`src/hdl/kxs_pkg.sv`:
```
// Shared types and constants for the rolling-key XOR scrambler.
// No dependencies; every other file of the block imports this package.
`timescale 1ns / 1ps

package kxs_pkg;

    // Command codes carried in s_tuser
    localparam logic [1:0] CMD_TEXT  = 2'd0;
    localparam logic [1:0] CMD_BEGIN = 2'd1;
    localparam logic [1:0] CMD_MSG   = 2'd2;

    // Text store geometry: the address field spans the whole store
    localparam int TEXT_AW    = 10;
    localparam int TEXT_DEPTH = 1 << TEXT_AW;

    // Message position counter, saturates at all ones
    localparam int POS_W       = 14;
    localparam int MAX_MESSAGE = 1 << POS_W;

    // Character substitution
    localparam logic [7:0] CHAR_DOT     = 8'h2E;
    localparam logic [7:0] CHAR_PERCENT = 8'h25;

    // Configuration space
    localparam int          APB_AW        = 3;
    localparam logic        REG_CHALLENGE = 1'b0;

    // One input transaction, unpacked
    typedef struct packed {
        logic [1:0]         cmd;
        logic [TEXT_AW-1:0] text_addr;
        logic [7:0]         text_byte;
        logic [7:0]         key_seed;
        logic [POS_W-1:0]   start_pos;
        logic [7:0]         payload_byte;
    } item_t;

    // Control from the key unit to the text store
    typedef struct packed {
        logic               wr_en;
        logic [TEXT_AW-1:0] wr_addr;
        logic [7:0]         wr_data;
        logic               rewind;
        logic               advance;
    } txt_ctl_t;

endpackage

```
`src/hdl/kxs_apb_regs.sv`:
```
// APB configuration register: the challenge key.
// Depends on kxs_pkg.
`timescale 1ns / 1ps

module kxs_apb_regs (
    input  logic                       clk,
    input  logic                       rst_n,
    input  logic                       psel,
    input  logic                       penable,
    input  logic                       pwrite,
    input  logic [kxs_pkg::APB_AW-1:0] paddr,
    input  logic [31:0]                pwdata,
    output logic [31:0]                prdata,
    output logic                       pready,
    output logic [7:0]                 challenge
);
    import kxs_pkg::*;

    logic [7:0] challenge_reg;
    logic [7:0] challenge_next;
    logic       wr_hit;

    assign pready = 1'b1;

    // Decode a write to the challenge register
    assign wr_hit = psel && penable && pwrite && pready
                    && (paddr[APB_AW-1] == REG_CHALLENGE);

    always_comb
    begin
        challenge_next = challenge_reg;
        if (wr_hit)
        begin
            challenge_next = pwdata[7:0];
        end
    end

    always_ff @(posedge clk or negedge rst_n)
    begin
        if (!rst_n)
        begin
            challenge_reg <= 8'd0;
        end
        else
        begin
            challenge_reg <= challenge_next;
        end
    end

    // Return the register value, zero elsewhere
    assign prdata    = (paddr[APB_AW-1] == REG_CHALLENGE) ? {24'd0, challenge_reg} : 32'd0;
    assign challenge = challenge_reg;

endmodule

```
`config.mk`:
```
export PLATFORM = sky130hd
export DESIGN_NAME = kxs_apb_regs
export DESIGN_NICKNAME = d
export VERILOG_FILES = /design/src/hdl/kxs_pkg.sv /design/src/hdl/kxs_apb_regs.sv
export SDC_FILE = /design/constraint.sdc
export NUM_CORES = 1
export LEC_CHECK = 0
export BUFFER_PORTS_ARGS = -buffer_cell sky130_fd_sc_hd__buf_2
export CAP_MARGIN = 25
export CORE_ASPECT_RATIO = 0.8
export CORE_MARGIN = 1.5
export CORE_UTILIZATION = 32
export DETAILED_ROUTE_END_ITERATION = 16
export PLACE_DENSITY = 0.95
export SYNTH_ARGS = -nofsm -noshare
export SYNTH_HDL_FRONTEND = slang
export SYNTH_SLANG_ARGS = --single-unit
```
`constraint.sdc`:
```
create_clock -name clk -period 2.1 [get_ports clk]
set_clock_uncertainty 0.1 [all_clocks]
set_input_delay 0 -clock clk [delete_from_list [all_inputs] [get_ports clk]]
set_output_delay 0 -clock clk [all_outputs]
set_load 0.05 [all_outputs]
```
==> impl_summary.md <==
GRT
The number of global-route vias before repair was 369. The leftover overflow at the end of global routing is 0. The initial antenna violation count is 0. The total routing resource utilization after global routing is 11.3%. The first global-routing pass estimated 1.63 mm of wire.

The pin count of the biggest net entering global routing is 10.

Critical path
The critical path goes through and2b_2, buf_2. The maximum net fanout on the critical path is 3. For the worst flop-to-flop path, the logic depth is 1.

For this run, the slowest stage of the critical path takes 0.39 ns. Data on the critical path is required at its endpoint by 2.00 ns. Counting both buffers and inverters, the worst setup path holds a total of 1. Across all register-to-register paths, the minimum setup slack is 1.23 ns. The critical path runs through a total of 2 cells. On the critical path, the stage with the largest delay is an instance of sky130_fd_sc_hd__dfrtp_1. The worst setup path is captured at an output pin. The critical path in this run is classified as reg -> out. STA classifies the critical path startpoint as a register. The gate family responsible for the most delay along the worst path is flip-flops.

The critical path arrival is 1.03 ns.

Final layout
The register with the most flip-flops in the layout has 8 of them. The fraction of layout cells with a size suffix above 1 is 53.8%. Relative to the synthesized area, the layout overhead comes to 31.7%.

The final-layout fill cell count is 168. 0 antenna diodes ended up in the layout. The filler-free cell count of the finished design is 113. The layout net count is 133.

STA
Setup violations remaining at the end of the flow were counted as 0. The number of max-slew violations in the final report is 0. Setup repair after global routing left no endpoint under its margin.

The routed design could run at a clock period as short as 1.13 ns. The number of failing hold endpoints at the final stage came to 0. After layout, the worst path uses 54.0% of the clock period.

The maximum clock frequency is 882 MHz. The sum of negative setup slack is 0 ns.

Logic synthesis
sky130_fd_sc_hd__dfrtp_1 takes more of the synthesized area than any other cell. The number of unique standard cell types used by synthesis is 6. The synthesized netlist devotes 0% of its cell area to compound gates. The portion of synthesized area spent on multiplexers is 15.6%.

By area the synthesized netlist is led by sky130_fd_sc_hd__dfrtp_1, sky130_fd_sc_hd__buf_4, sky130_fd_sc_hd__mux2_2. The share of synthesized cell area in and, or, nand and nor gates is 16.2%. The post-synthesis adder-cell area fraction is 0%. The combinational family with the most area after synthesis is buffers and inverters. The post-synthesis instance total is 52. Synthesis inferred 8 register bits. The number of warning messages in the yosys log is 0.

The share of synthesized area in the top cell type comes to 34.6%. The netlist area before placement is 579 sq um. Of the total synthesized cell area, the portion taken by XOR and XNOR cells is 0%. The mean cell area of the mapped netlist is 11.1 sq um. The share of the yosys chip area belonging to registers is 34.6%.

Clock network
The maximum level of the CTS H-tree is 1. The buffer type at the clock tree root is sky130_fd_sc_hd__clkbuf_4. TritonCTS built the clock tree. CTS saw 8 sinks. Buffers inserted during clock tree synthesis total 3. The clock-pin slew reported for the worst setup and hold paths after clock tree synthesis is 0.06 ns.

The buffer depth of the longest clock path is 2. The number of setup buffers added after CTS is 0. For the worst-skew pair, the clock arrives at the later sink with an insertion delay of 0.25 ns.

Pwr
The share of total power dissipated in the clock network is 15.1%. The switching share of power is 54.0%. Combinational logic burns 57.5% of the power.

Per report_power, the sequential group accounts for 27.4% of the total. For this design the static power due to leakage is 0.444 nW. The net switching component of the power is 0.413 mW. The maximum vdd ir drop is 0.000371 V. For this design the ratio of total power to cell area is 1000 mW/mm^2.

The internal power is 0.352 mW.

Die
The area of the core is 0.00166 sq mm. The initial cell density of the core is 34.9%. The floorplan row count is 13.

The overall die area is 0.00208 sq mm. The width of the chip is 50.6 microns. In this run the vertical extent of the chip is 41.1 microns. 81 I/O pins were placed.

Run status
The run finished with clean final reports.

Detailed routing
The final layout contains routed wiring with a total length of 1.15 mm. Summing over every cut layer, the via total after detailed routing is 404. The DRC violations left is 0.

The first-pass iteration count of the detailed router is 1. Once detail routing completed, the nets flagged for antenna violations numbered 0. Dividing the detail-routed wire length by the instance count gives 10.2 microns. The DRC marker count from the first detailed-route iteration is 0. The via density per instance is 3.58.

Placed design
The number of cells in the design after placement is 101. The final estimated routing congestion in global placement is 0.647. Input and output buffers added on the ports amount to 29.

After legalization and detailed placement, the total HPWL measured 836 microns.

Min path
The worst min-delay path category is in -> async.

Run
The tool flagged a number of max-cap violations equal to 0.
-- metrics by stage --
step | hold WS (ns) | cell area, sq um | total power, mW | worst slack, ns | utilization [%]
floorplan | -0.396 | 666 | 0.594 | 1.00 | -
global placement | -0.250 | 651 | 0.632 | 1.14 | 39.2
detailed placement | -0.243 | 651 | 0.640 | 1.13 | 39.2
CTS | 0.0269 | 763 | 0.768 | 0.964 | 46.0
global route | 0.0586 | 763 | 0.801 | 0.933 | 46.0
finish | 0.0533 | 763 | 0.764 | 0.966 | 46.0
-- what timing repair did --
| action | in CTS | in global routing |
|---|---|---|
| endpoints found under the setup margin | 0 | 0 |
| resized for setup | 0 | 0 |
| hold buffers | 9 | 0 |
| endpoints found under the hold margin | 16 | 0 |
-- cell usage after synthesis --
library cell	number
sky130_fd_sc_hd__mux2_2	8
sky130_fd_sc_hd__and2b_2	8
sky130_fd_sc_hd__buf_4	25
sky130_fd_sc_hd__nand4b_4	1
sky130_fd_sc_hd__conb_1	2
sky130_fd_sc_hd__dfrtp_1	8
-- final timing paths --
kind                                end          from
setup / recovery              prdata[0]  challenge[0]
hold / removal             challenge[0]         rst_n
setup reg to reg           challenge[0]  challenge[0]
hold reg to reg            challenge[6]  challenge[6]
max in group asynchronous  challenge[1]         rst_n
min in group clk           challenge[6]       penable
-- metal layers --
metal	track usage (%)	wire (microns)	part of all wire (%)	vias to the layer above
met1	9.54	375	33	189
met3	4.74	80	6.9	0
met4	2.03	0	0	0
li1	-	-	-	194
met5	0	0	0	-
met2	25.7	696	60	21
-- cell families (layout without fill, tap and decap cells) --
| kind of cell | after synthesis | after routing |
|---|---|---|
| other | 2 | 25 |
| buffers and inverters | 25 | 41 |
| and+or+nand+nor | 9 | 9 |
| DFF | 8 | 8 |
| muxes | 8 | 8 |
-- power by group through the flow --
stage	combinational [mW]	sequential [mW]	clock, mW
6_report	0.439	0.209	0.116
5_1_grt	0.458	0.214	0.129
4_1_cts	0.440	0.210	0.118
3_5_place_dp	0.427	0.213	0
3_3_place_gp	0.422	0.210	0
2_1_floorplan	0.262	0.332	0
-- placed cells by master, fill, tap and decap left out --
cell type / instances
sky130_fd_sc_hd__and2b_2: 8
sky130_fd_sc_hd__nand4b_4: 1
sky130_fd_sc_hd__clkbuf_4: 3
sky130_fd_sc_hd__conb_1: 25
sky130_fd_sc_hd__dlygate4sd3_1: 9
sky130_fd_sc_hd__dfrtp_1: 8
sky130_fd_sc_hd__mux2_2: 8
sky130_fd_sc_hd__buf_2: 29
-- cell type report --
| type | count | area, sq um | area share [%] |
|---|---|---|---|
| multi-input combinational | 42 | 278 | 36.4 |
| timing repair buffer | 38 | 235 | 30.8 |
| sequential | 8 | 200 | 26.2 |
| tap | 22 | 27.5 | 3.61 |
| clock buffer | 3 | 22.5 | 2.95 |
(Power assumes the default switching activity.)
