==> src/hdl/kxs_pkg.sv <==
// Shared types and constants for the rolling-key XOR scrambler.
// No dependencies; every other file of the block imports this package.
`timescale 1ns / 1ps

package kxs_pkg;

    // Command codes carried in s_tuser
    localparam logic [1:0] CMD_TEXT  = 2'd0;
    localparam logic [1:0] CMD_BEGIN = 2'd1;
    localparam logic [1:0] CMD_MSG   = 2'd2;

    // Text store geometry: the address field spans the whole store
    localparam int TEXT_AW    = 10;
    localparam int TEXT_DEPTH = 1 << TEXT_AW;

    // Message position counter, saturates at all ones
    localparam int POS_W       = 14;
    localparam int MAX_MESSAGE = 1 << POS_W;

    // Character substitution
    localparam logic [7:0] CHAR_DOT     = 8'h2E;
    localparam logic [7:0] CHAR_PERCENT = 8'h25;

    // Configuration space
    localparam int          APB_AW        = 3;
    localparam logic        REG_CHALLENGE = 1'b0;

    // One input transaction, unpacked
    typedef struct packed {
        logic [1:0]         cmd;
        logic [TEXT_AW-1:0] text_addr;
        logic [7:0]         text_byte;
        logic [7:0]         key_seed;
        logic [POS_W-1:0]   start_pos;
        logic [7:0]         payload_byte;
    } item_t;

    // Control from the key unit to the text store
    typedef struct packed {
        logic               wr_en;
        logic [TEXT_AW-1:0] wr_addr;
        logic [7:0]         wr_data;
        logic               rewind;
        logic               advance;
    } txt_ctl_t;

endpackage

==> src/hdl/kxs_key_unit.sv <==
// Rolling key, position tracking and result register.
// Depends on kxs_pkg; drives the text store through txt_ctl_t.
`timescale 1ns / 1ps

module kxs_key_unit (
    input  logic              clk,
    input  logic              rst_n,
    input  logic              item_valid,
    input  kxs_pkg::item_t    item,
    output logic              item_ready,
    input  logic [7:0]        challenge,
    input  logic [7:0]        cur_char,
    output kxs_pkg::txt_ctl_t ctl,
    output logic              out_valid,
    input  logic              out_ready,
    output logic [7:0]        out_byte,
    output logic              out_scr
);
    import kxs_pkg::*;

    logic [7:0]       key_reg;
    logic [7:0]       key_next;
    logic [POS_W-1:0] pos_reg;
    logic [POS_W-1:0] pos_next;
    logic [POS_W-1:0] start_reg;
    logic [POS_W-1:0] start_next;
    logic             out_valid_reg;
    logic             out_valid_next;
    logic [7:0]       out_byte_reg;
    logic [7:0]       out_byte_next;
    logic             out_scr_reg;
    logic             out_scr_next;

    logic             is_msg;
    logic             take;
    logic             scr;
    logic [7:0]       shifted;
    logic [7:0]       key_rolled;

    // Hold a message byte while the result register is full and not taken
    assign is_msg     = (item.cmd == CMD_MSG);
    assign item_ready = !(is_msg && out_valid_reg && !out_ready);
    assign take       = item_valid && item_ready;

    assign scr        = (pos_reg >= start_reg);
    assign shifted    = pos_reg[0] ? {cur_char[6:0], 1'b0} : cur_char;
    assign key_rolled = key_reg ^ shifted;

    // Text store control
    always_comb
    begin
        ctl.wr_en   = take && (item.cmd == CMD_TEXT);
        ctl.wr_addr = item.text_addr;
        ctl.wr_data = item.text_byte;
        ctl.rewind  = take && (item.cmd == CMD_BEGIN);
        ctl.advance = take && is_msg && scr;
    end

    // Update key, start and position
    always_comb
    begin
        key_next   = key_reg;
        pos_next   = pos_reg;
        start_next = start_reg;
        if (take)
        begin
            case (item.cmd)
                CMD_BEGIN:
                begin
                    key_next   = item.key_seed ^ challenge;
                    start_next = item.start_pos;
                    pos_next   = '0;
                end
                CMD_MSG:
                begin
                    if (scr)
                    begin
                        key_next = key_rolled;
                    end
                    if (pos_reg != {POS_W{1'b1}})
                    begin
                        pos_next = pos_reg + 1'b1;
                    end
                end
                default:
                begin
                    key_next = key_reg;
                end
            endcase
        end
    end

    // Load the result register, drop it once taken
    always_comb
    begin
        out_valid_next = out_valid_reg;
        out_byte_next  = out_byte_reg;
        out_scr_next   = out_scr_reg;
        if (take && is_msg)
        begin
            out_valid_next = 1'b1;
            out_byte_next  = scr ? (item.payload_byte ^ key_rolled) : item.payload_byte;
            out_scr_next   = scr;
        end
        else if (out_ready)
        begin
            out_valid_next = 1'b0;
        end
    end

    always_ff @(posedge clk or negedge rst_n)
    begin
        if (!rst_n)
        begin
            key_reg       <= 8'd0;
            pos_reg       <= '0;
            start_reg     <= '0;
            out_valid_reg <= 1'b0;
        end
        else
        begin
            key_reg       <= key_next;
            pos_reg       <= pos_next;
            start_reg     <= start_next;
            out_valid_reg <= out_valid_next;
        end
    end

    always_ff @(posedge clk)
    begin
        out_byte_reg <= out_byte_next;
        out_scr_reg  <= out_scr_next;
    end

    assign out_valid = out_valid_reg;
    assign out_byte  = out_byte_reg;
    assign out_scr   = out_scr_reg;

endmodule

==> config.mk <==
export PLATFORM = sky130hd
export DESIGN_NAME = kxs_key_unit
export DESIGN_NICKNAME = d
export VERILOG_FILES = /design/src/hdl/kxs_pkg.sv /design/src/hdl/kxs_key_unit.sv
export SDC_FILE = /design/constraint.sdc
export NUM_CORES = 1
export LEC_CHECK = 0
export BUFFER_PORTS_ARGS = -buffer_cell sky130_fd_sc_hd__buf_2
export CORE_UTILIZATION = 45
export DETAILED_ROUTE_END_ITERATION = 16
export PLACE_DENSITY = 0.76
export RECOVER_POWER = 25
export SLEW_MARGIN = 20
export SYNTH_ARGS = -nofsm -noshare
export SYNTH_HDL_FRONTEND = slang
export SYNTH_SLANG_ARGS = --single-unit
==> constraint.sdc <==
create_clock -name clk -period 2.16 [get_ports clk]
set_input_delay 0.432 -clock clk [delete_from_list [all_inputs] [get_ports clk]]
set_output_delay 0.432 -clock clk [all_outputs]
set_load 0.02 [all_outputs]
==> results of run 1 <==
## worst max path at each step
| stage | from | to | slack [ps] | cells past startpoint |
|---|---|---|---|---|
| 4_1_cts | start_reg[3]$_DFFE_PN0P_ | ctl[0] | -250 | 8 |
| 5_1_grt | pos_reg[13]$_DFFE_PN0P_ | ctl[0] | -320 | 7 |
| 3_3_place_gp | pos_reg[5]$_DFFE_PN0P_ | ctl[0] | 40 | 7 |
| 2_1_floorplan | pos_reg[0]$_DFFE_PN0P_ | ctl[0] | 40 | 8 |
| 3_5_place_dp | pos_reg[5]$_DFFE_PN0P_ | ctl[0] | 8 | 7 |
| 6_report | start_reg[3]$_DFFE_PN0P_ | ctl[0] | -220 | 8 |
## cell type report
type                            instances  area share (%)
Multi-Input combinational cell        222            43.4
Sequential cell                        46            34.5
Timing Repair Buffer                   90            15.0
Tap cell                               75            2.71
Clock buffer                            5            1.98
Inverter                               16            1.73
Clock inverter                          3           0.613
## cell usage in the layout, fill, tap and decap left out, types with 2 or more instances in the layout
cell	n
sky130_fd_sc_hd__inv_1	15
sky130_fd_sc_hd__ha_4	4
sky130_fd_sc_hd__clkbuf_8	5
sky130_fd_sc_hd__xnor2_1	19
sky130_fd_sc_hd__buf_2	63
sky130_fd_sc_hd__nor2b_1	3
sky130_fd_sc_hd__and2_1	2
sky130_fd_sc_hd__nand2b_1	4
sky130_fd_sc_hd__a21o_1	2
sky130_fd_sc_hd__nor3b_1	5
sky130_fd_sc_hd__ha_1	11
sky130_fd_sc_hd__buf_4	25
sky130_fd_sc_hd__nor2_1	34
sky130_fd_sc_hd__edfxtp_1	9
sky130_fd_sc_hd__nand2_1	34
sky130_fd_sc_hd__nand3_1	6
sky130_fd_sc_hd__nor3_1	6
sky130_fd_sc_hd__xor2_1	16
sky130_fd_sc_hd__dfrtp_1	36
sky130_fd_sc_hd__o21ai_2	2
sky130_fd_sc_hd__and3_1	2
sky130_fd_sc_hd__a22oi_1	7
sky130_fd_sc_hd__o21ai_0	29
sky130_fd_sc_hd__o21ai_1	4
sky130_fd_sc_hd__mux2_2	8
sky130_fd_sc_hd__nand4_1	5
sky130_fd_sc_hd__a21oi_1	5
## power by group through the flow
| stage | Clock (mW) | Combinational, mW | Sequential, mW |
|---|---|---|---|
| 2_1_floorplan | 0 | 0.325 | 1.04 |
| 3_3_place_gp | 0 | 0.434 | 1.04 |
| 3_5_place_dp | 0 | 0.449 | 1.04 |
| 4_1_cts | 0.554 | 0.465 | 1.03 |
| 5_1_grt | 0.590 | 0.544 | 1.04 |
| 6_report | 0.548 | 0.476 | 1.02 |
## critical path, cell delays in order, from the launching register on
cell and delay [ps]:
sky130_fd_sc_hd__dfrtp_1 370, sky130_fd_sc_hd__inv_1 100, sky130_fd_sc_hd__ha_4 220, sky130_fd_sc_hd__a21oi_2 110, sky130_fd_sc_hd__nor2_1 50, sky130_fd_sc_hd__o311a_1 360
sky130_fd_sc_hd__nand3b_4 160, sky130_fd_sc_hd__and2_4 140, sky130_fd_sc_hd__buf_6 120
## what timing repair did
action | 4_1_cts | 5_1_grt
setup buffers | 3 | 3
setup endpoints to repair | 1 | 10
pin swaps | 8 | 4
gates resized for setup | 8 | 10
cloned | 0 | 0
## routing by layer
layer | vias up | global-route usage, % | wire [um]
li1 | 1174 | - | -
met2 | 68 | 32.6 | 3000
met3 | 15 | 4.33 | 310
met5 | - | 0 | 0
met4 | 0 | 9.82 | 149
met1 | 1078 | 28.0 | 2950
## logic make-up (layout without fill, tap and decap cells)
logic type	Yosys count	after routing	share of synthesized area, %
compound gates	55	55	11.3
xor+xnor	35	35	10.7
fa+ha+maj	15	15	6.56
buf+inv	43	114	8.31
flops	46	46	41.8
mux	8	8	3.15
simple gates	109	109	18.2
==> qor_table.md, run 1 <==
| Quantity | This run |
|:---|:---|
| Dominant register cell in the synthesized netlist | sky130_fd_sc_hd__dfrtp_1 |
| Insertion delay to the later sink of the worst-skew pair | 310 ps |
| Antenna Cells | 0 |
| Clk slew on worst S/H paths | 90 ps |
| Area added between synthesis and finish | 21.2% |
| Proportion of netlist area held by the largest area contributor | 32.4% |
| Final worst path period need | 2380 ps |
| Post-synthesis instance total | 311 |
| Register bit count reported by yosys | 46 |
| Number of ports placed on the die boundary | 102 |
| Die width | 81.7 um |
| Final instance area | 3470 um^2 |
| Capture instance of the worst register-to-register path | key_reg[2]$_DFFE_PN0P_ |
| Sequential cell area | 1200 um^2 |
| Post-synth net total | 396 |
| Standby leakage power | 1.63 nW |
| Port bufs | 65 |
| Rows | 28 |
| Worst vdd ir | 0.316 mV |
| Total area of multi-input combinational cells | 1510 um^2 |
| Wirelength per Cell | 14.0 um |
| Ranking of synthesized cells by area | sky130_fd_sc_hd__dfrtp_1 32%, sky130_fd_sc_hd__edfxtp_1 9.4%, sky130_fd_sc_hd__ha_1 6.6% |
| Average size of a mapped cell | 9.20 um^2 |
| Launching element type of the critical path | flip-flop |
| Clock tree from TritonCTS | built |
| Layout fillers | 528 |
| DRC marker count from the first detailed-route iteration | 84 |
| Portion of the post-synthesis area used by sequential elements | 41.8% |
| Minimum hold slack | 250 ps |
| Total power | 2.05 mW |
| Vias per std cell | 5.11 |
| Highest net fanout along the worst path | 2 |
| Netlist area before placement | 2860 um^2 |
| Net switching power | 630 uW |
| Vert. Die Dim | 81.7 um |
| Combinational fraction of design power | 23.2% |
| Die area | 6680 um^2 |
| Count of flip-flops with a built-in enable after synthesis | 9 |
| Outcome | finished, violations left |
| Achievable clock frequency | 420 MHz |
| H-tree level count | 2 |
| Effective utilization at floorplan | 47.5% |
| Violated checks | negative setup slack |
| Worst Path Class, Setup | reg2out |
| Number of distinct library cell variants in the gate-level netlist after synthesis | 36 |
| Flop2flop setup slack | 160 ps |
| Final setup viols | 1 |
| Sum of negative setup slack | -218 ps |
| Final Hold Fails | 0 |
| Clock Sink Count | 46 |
| Core Footprint | 6030 um^2 |
| CTS Root Cell | sky130_fd_sc_hd__clkbuf_8 |
| Total CTS buffers | 5 |
| Number of maximum-capacitance violations | 0 |
| Startpoint of the worst-slack reg-to-reg timing path | pos_reg[11]$_DFFE_PN0P_ |
| Total via count in the routed design | 2335 |
| Count of warnings emitted by yosys | 0 |
| Worst setup margin | -218 ps |
| Share of post-route cells with drive strength above 1 | 31.9% |
| Global-route wire length before repair | 10.6 mm |
| Total routed wirelength | 6.41 mm |
| Clock group share of total power | 26.7% |
| Hold_buf cts | 0 |
| Antenna violations before repair | 0 |
| Path depth of the worst reg2reg path | 8 |
| Final weighted congestion of routability-driven global placement | 0.906 |
| Number of max-slew violations in the final report | 0 |
| Most common cell in the synthesized netlist | sky130_fd_sc_hd__dfrtp_1 |
| Clock Skew | 5.06 ps |
| List of most frequent post-synthesis cells | 37 x sky130_fd_sc_hd__dfrtp_1, 35 x sky130_fd_sc_hd__nor2_1, 34 x sky130_fd_sc_hd__nand2_1 |
| DRC | 0 |
| Sequential Power Share | 50.0% |
| Via count of the first global-routing pass | 2283 |
| Switching power as a share of total power | 30.8% |
| Placed Cells incl. Taps | 444 |
| Maximum clock insertion buffer count | 2 |
| Maximum number of pins on one net before global-route repair | 38 |
| Internal power contribution | 1.42 mW |
| Data required time at the worst endpoint | 1730 ps |
| Post-detail-place hpwl | 4.86 mm |
| Crit share post-route | 110% |
| Overflow left after global routing | 0 |
| Worst slack, placed | 7.80 ps |
| Arrival time worst endpoint | 1950 ps |
| Core Util, Final | 57.5% |
| Transition at the pin with the smallest max-transition slack | 946 ps |
| Hold Crit Class | in2async |
| Placed inst area | 3260 um^2 |
| Endpoint kind of the worst setup timing path | output port |
| Antenna-violating nets left | 0 |
| Unrepaired setup endpoints after global routing | yes |
| Total power density per cell area | 591 nW/um^2 |
| Async S/R FF share, synth | 80.4% |
| Area leader, netlist | sky130_fd_sc_hd__dfrtp_1 |
| Global-route usage over all layers | 21.0% |
| Max_slew headroom | 36.9% |
| Number of nets in the finished design | 466 |
| Initial DRT Pass Iterations | 4 |
| Final standard cell count with taps included and fillers excluded | 457 |
Power figures use the tool's default switching activity.
==> run 2, diff against run 1 <==
--- a/config.mk
+++ b/config.mk
@@ -5,10 +5,10 @@
 export SDC_FILE = /design/constraint.sdc
 export NUM_CORES = 1
 export LEC_CHECK = 0
-export BUFFER_PORTS_ARGS = -buffer_cell sky130_fd_sc_hd__buf_2
-export CORE_UTILIZATION = 45
+export CORE_UTILIZATION = 55
 export DETAILED_ROUTE_END_ITERATION = 16
-export PLACE_DENSITY = 0.76
+export DONT_BUFFER_PORTS = 1
+export PLACE_DENSITY = 0.73
 export RECOVER_POWER = 25
 export SLEW_MARGIN = 20
 export SYNTH_ARGS = -nofsm -noshare
==> run 2 against run 1 <==
Compared with the run above: the flow still finishes with violations (negative setup slack); sequential cell count did not move; clock power is 39% higher; final cell count down 16%; via count fell by 7.8%; final area decreased by 5.3%; power increased by 8.4%; die area shrank 18%; worst hold slack worse by 3.7 ps; sequential share of layout area is 1.9 points higher; first-iteration DRC count rose by 36%; sequential power hardly changed; utilization grew 10 points; critical path type unchanged; critical endpoint unchanged; highest routed layer unchanged.
==> qor_table.md, run 2 (synthesized netlist as in run 1, its figures left out) <==
| Quantity | This run | Change |
|:---|:---|:---|
| Outcome | finished, violations left |  |
| Violated checks | negative setup slack |  |
| Cell with the largest stage delay on the worst path | sky130_fd_sc_hd__dfrtp_1 |  |
| Worst vdd ir | 0.339 mV | +7.3% |
| Core Footprint | 4850 um^2 | -20% |
| Transition at the pin with the smallest max-transition slack | 959 ps | +13.0 ps |
| Antenna violations before repair | 0 | unchanged |
| Core Util, Final | 67.7% | +10 points |
| Highest net fanout along the worst path | 3 | +1 |
| DRC | 0 | unchanged |
| Final Hold Fails | 0 | unchanged |
| CTS Root Cell | sky130_fd_sc_hd__clkbuf_8 |  |
| Share of post-route cells with drive strength above 1 | 20.4% | -12 points |
| Number of buffers and inverters on the critical path | 0 | -2 |
| Effective utilization at floorplan | 59.0% | +12 points |
| Area added between synthesis and finish | 14.7% |  |
| Final worst path period need | 2290 ps | -88.1 ps |
| Worst Hold Depth | 2 |  |
| Number of max-slew violations in the final report | 0 | unchanged |
| Maximum number of pins on one net before global-route repair | 38 | unchanged |
| Rows | 25 | -11% |
| Arrival time worst endpoint | 1860 ps | -90 ps |
| Global-route wire length before repair | 9.27 mm | -13% |
| Unrepaired setup endpoints after global routing | yes |  |
| Total power density per cell area | 677 nW/um^2 | +15% |
| Maximum clock insertion buffer count | 2 | unchanged |
| Via count of the first global-routing pass | 2067 | -9.5% |
| Clock Skew | 13.3 ps | +8.27 ps |
| Largest incremental delay on the critical path | 420 ps | +50 ps |
| Final setup viols | 1 | unchanged |
| Insertion delay to the later sink of the worst-skew pair | 310 ps | about the same |
| H-tree level count | 2 | unchanged |
| Achievable clock frequency | 437 MHz | +3.8% |
| Hold Crit Class | in2reg |  |
| Worst setup margin | -130 ps | +88.1 ps |
| Clock Sink Count | 46 | unchanged |
| Path depth of the worst reg2reg path | 9 | +1 |
| Global-route usage over all layers | 22.5% | +1.5 points |
| Clock tree from TritonCTS | built |  |
| Leading cell type in the layout, fill and taps excluded | sky130_fd_sc_hd__dfrtp_1 |  |
| Vert. Die Dim | 74.1 um | -9.3% |
| Port bufs | 0 | -100% |
| Launching element type of the critical path | flip-flop |  |
| Gate family responsible for the most delay along the worst path | simple AND/OR/NAND/NOR gates |  |
| Number of maximum-capacitance violations | 0 | unchanged |
| Number of nets in the finished design | 403 | -14% |
| Endpoint kind of the worst setup timing path | output port |  |
| Overflow left after global routing | 0 | unchanged |
| Clk slew on worst S/H paths | 90 ps | about the same |
| Crit share post-route | 106% | -4.1 points |
| Post-detail-place hpwl | 4.13 mm | -15% |
| Worst Path Class, Setup | reg2out |  |
| Standby leakage power | 1.41 nW | -13% |
| DRC marker count from the first detailed-route iteration | 114 | +36% |
| Initial DRT Pass Iterations | 4 | unchanged |
| Max_slew headroom | 36.1% | -0.86 points |
| Die area | 5490 um^2 | -18% |
| Antenna Cells | 0 | unchanged |
| Wirelength per Cell | 16.3 um | +16% |
| Vias per std cell | 5.58 | +9.2% |
| CP Depth | 6 | -2 |
| Number of ports placed on the die boundary | 102 | unchanged |
| Final weighted congestion of routability-driven global placement | 0.887 | -2.1% |
| Antenna-violating nets left | 0 | unchanged |
| Die width | 74.1 um | -9.3% |
| Data required time at the worst endpoint | 1730 ps | about the same |
| Total via count in the routed design | 2154 | -7.8% |
| Total power | 2.22 mW | +8.4% |
| Top library cells by usage in the layout, fill and taps aside | 36 x sky130_fd_sc_hd__dfrtp_1, 34 x sky130_fd_sc_hd__nand2_1, 34 x sky130_fd_sc_hd__nor2_1 |  |
| Crit-path cells | ha_4 > nand4_1 > a21oi_1 > o311a_1 > nand3b_4 > and2_4 |  |
| Total routed wirelength | 6.28 mm | -2.0% |
| Total CTS buffers | 5 | unchanged |
-- run 2: routing by layer --
layer / vias to the layer above / share of wire (%) / GRT usage (%)
li1: 1047 / - / -
met1: 1005 / 43 / 28.4
met2: 89 / 50 / 38.6
met3: 13 / 5.6 / 3.93
met4: 0 / 1.2 / 8.76
met5: - / 0 / 0
-- run 2: worst register-to-register path, stage by stage, from the launching register on --
cell and delay (ps):
sky130_fd_sc_hd__dfrtp_1 420, sky130_fd_sc_hd__ha_4 260, sky130_fd_sc_hd__nand4_1 120, sky130_fd_sc_hd__a21oi_1 60, sky130_fd_sc_hd__o311a_1 370, sky130_fd_sc_hd__nand3b_4 170, sky130_fd_sc_hd__buf_4 130, sky130_fd_sc_hd__buf_4 160
sky130_fd_sc_hd__nand2_1 90, sky130_fd_sc_hd__xnor2_1 70
-- run 2: path summary, 6_finish.rpt --
kind | to | slack (ps) | start
setup / recovery | ctl[0] | -130 | pos_reg[5]$_DFFE_PN0P_
hold / removal | start_reg[6]$_DFFE_PN0P_ | 250 | item[14]
setup reg to reg | out_byte[3]$_DFFE_PP_ | 80 | pos_reg[5]$_DFFE_PN0P_
hold reg to reg | start_reg[0]$_DFFE_PN0P_ | 540 | start_reg[0]$_DFFE_PN0P_
max in group asynchronous | pos_reg[7]$_DFFE_PN0P_ | 660 | rst_n
min in group asynchronous | key_reg[3]$_DFFE_PN0P_ | 850 | rst_n
-- run 2: where the power goes --
part / leakage [nW] / switching (mW) / internal (mW)
combinational: 0.784 / 0.227 / 0.196
sequential: 0.559 / 0.0618 / 0.976
clock: 0.0658 / 0.301 / 0.458
total: 1.41 / 0.590 / 1.63
-- run 2: through the flow --
step	worst slack [ps]	cells	hold WS, ps	setup TNS [ps]	area (um^2)
after floorplan	36.7	311	136	0	2870
after global placement	133	362	137	0	2880
after detailed placement	89.0	362	137	0	2880
after CTS	-116	378	242	-116	3140
after global routing	-194	386	254	-219	3280
final	-130	386	247	-130	3280
-- run 2: layout make-up --
type,count,area (um^2)
Multi-Input combinational cell,222,1560
Clock buffer,5,68.8
Timing Repair Buffer,27,245
Inverter,16,60.1
Clock inverter,3,63.8
Fill cell,388,1570
Tap cell,67,83.8
Sequential cell,46,1200
-- run 2: repair_timing --
action                     CTS  global route
hold buffers                 2             0
hold endpoints to repair    37             0
gates cloned                 0             1
buffers inserted             6             7
pin swaps                    5             9
gates resized for setup      8            16
setup endpoints to repair    1            11
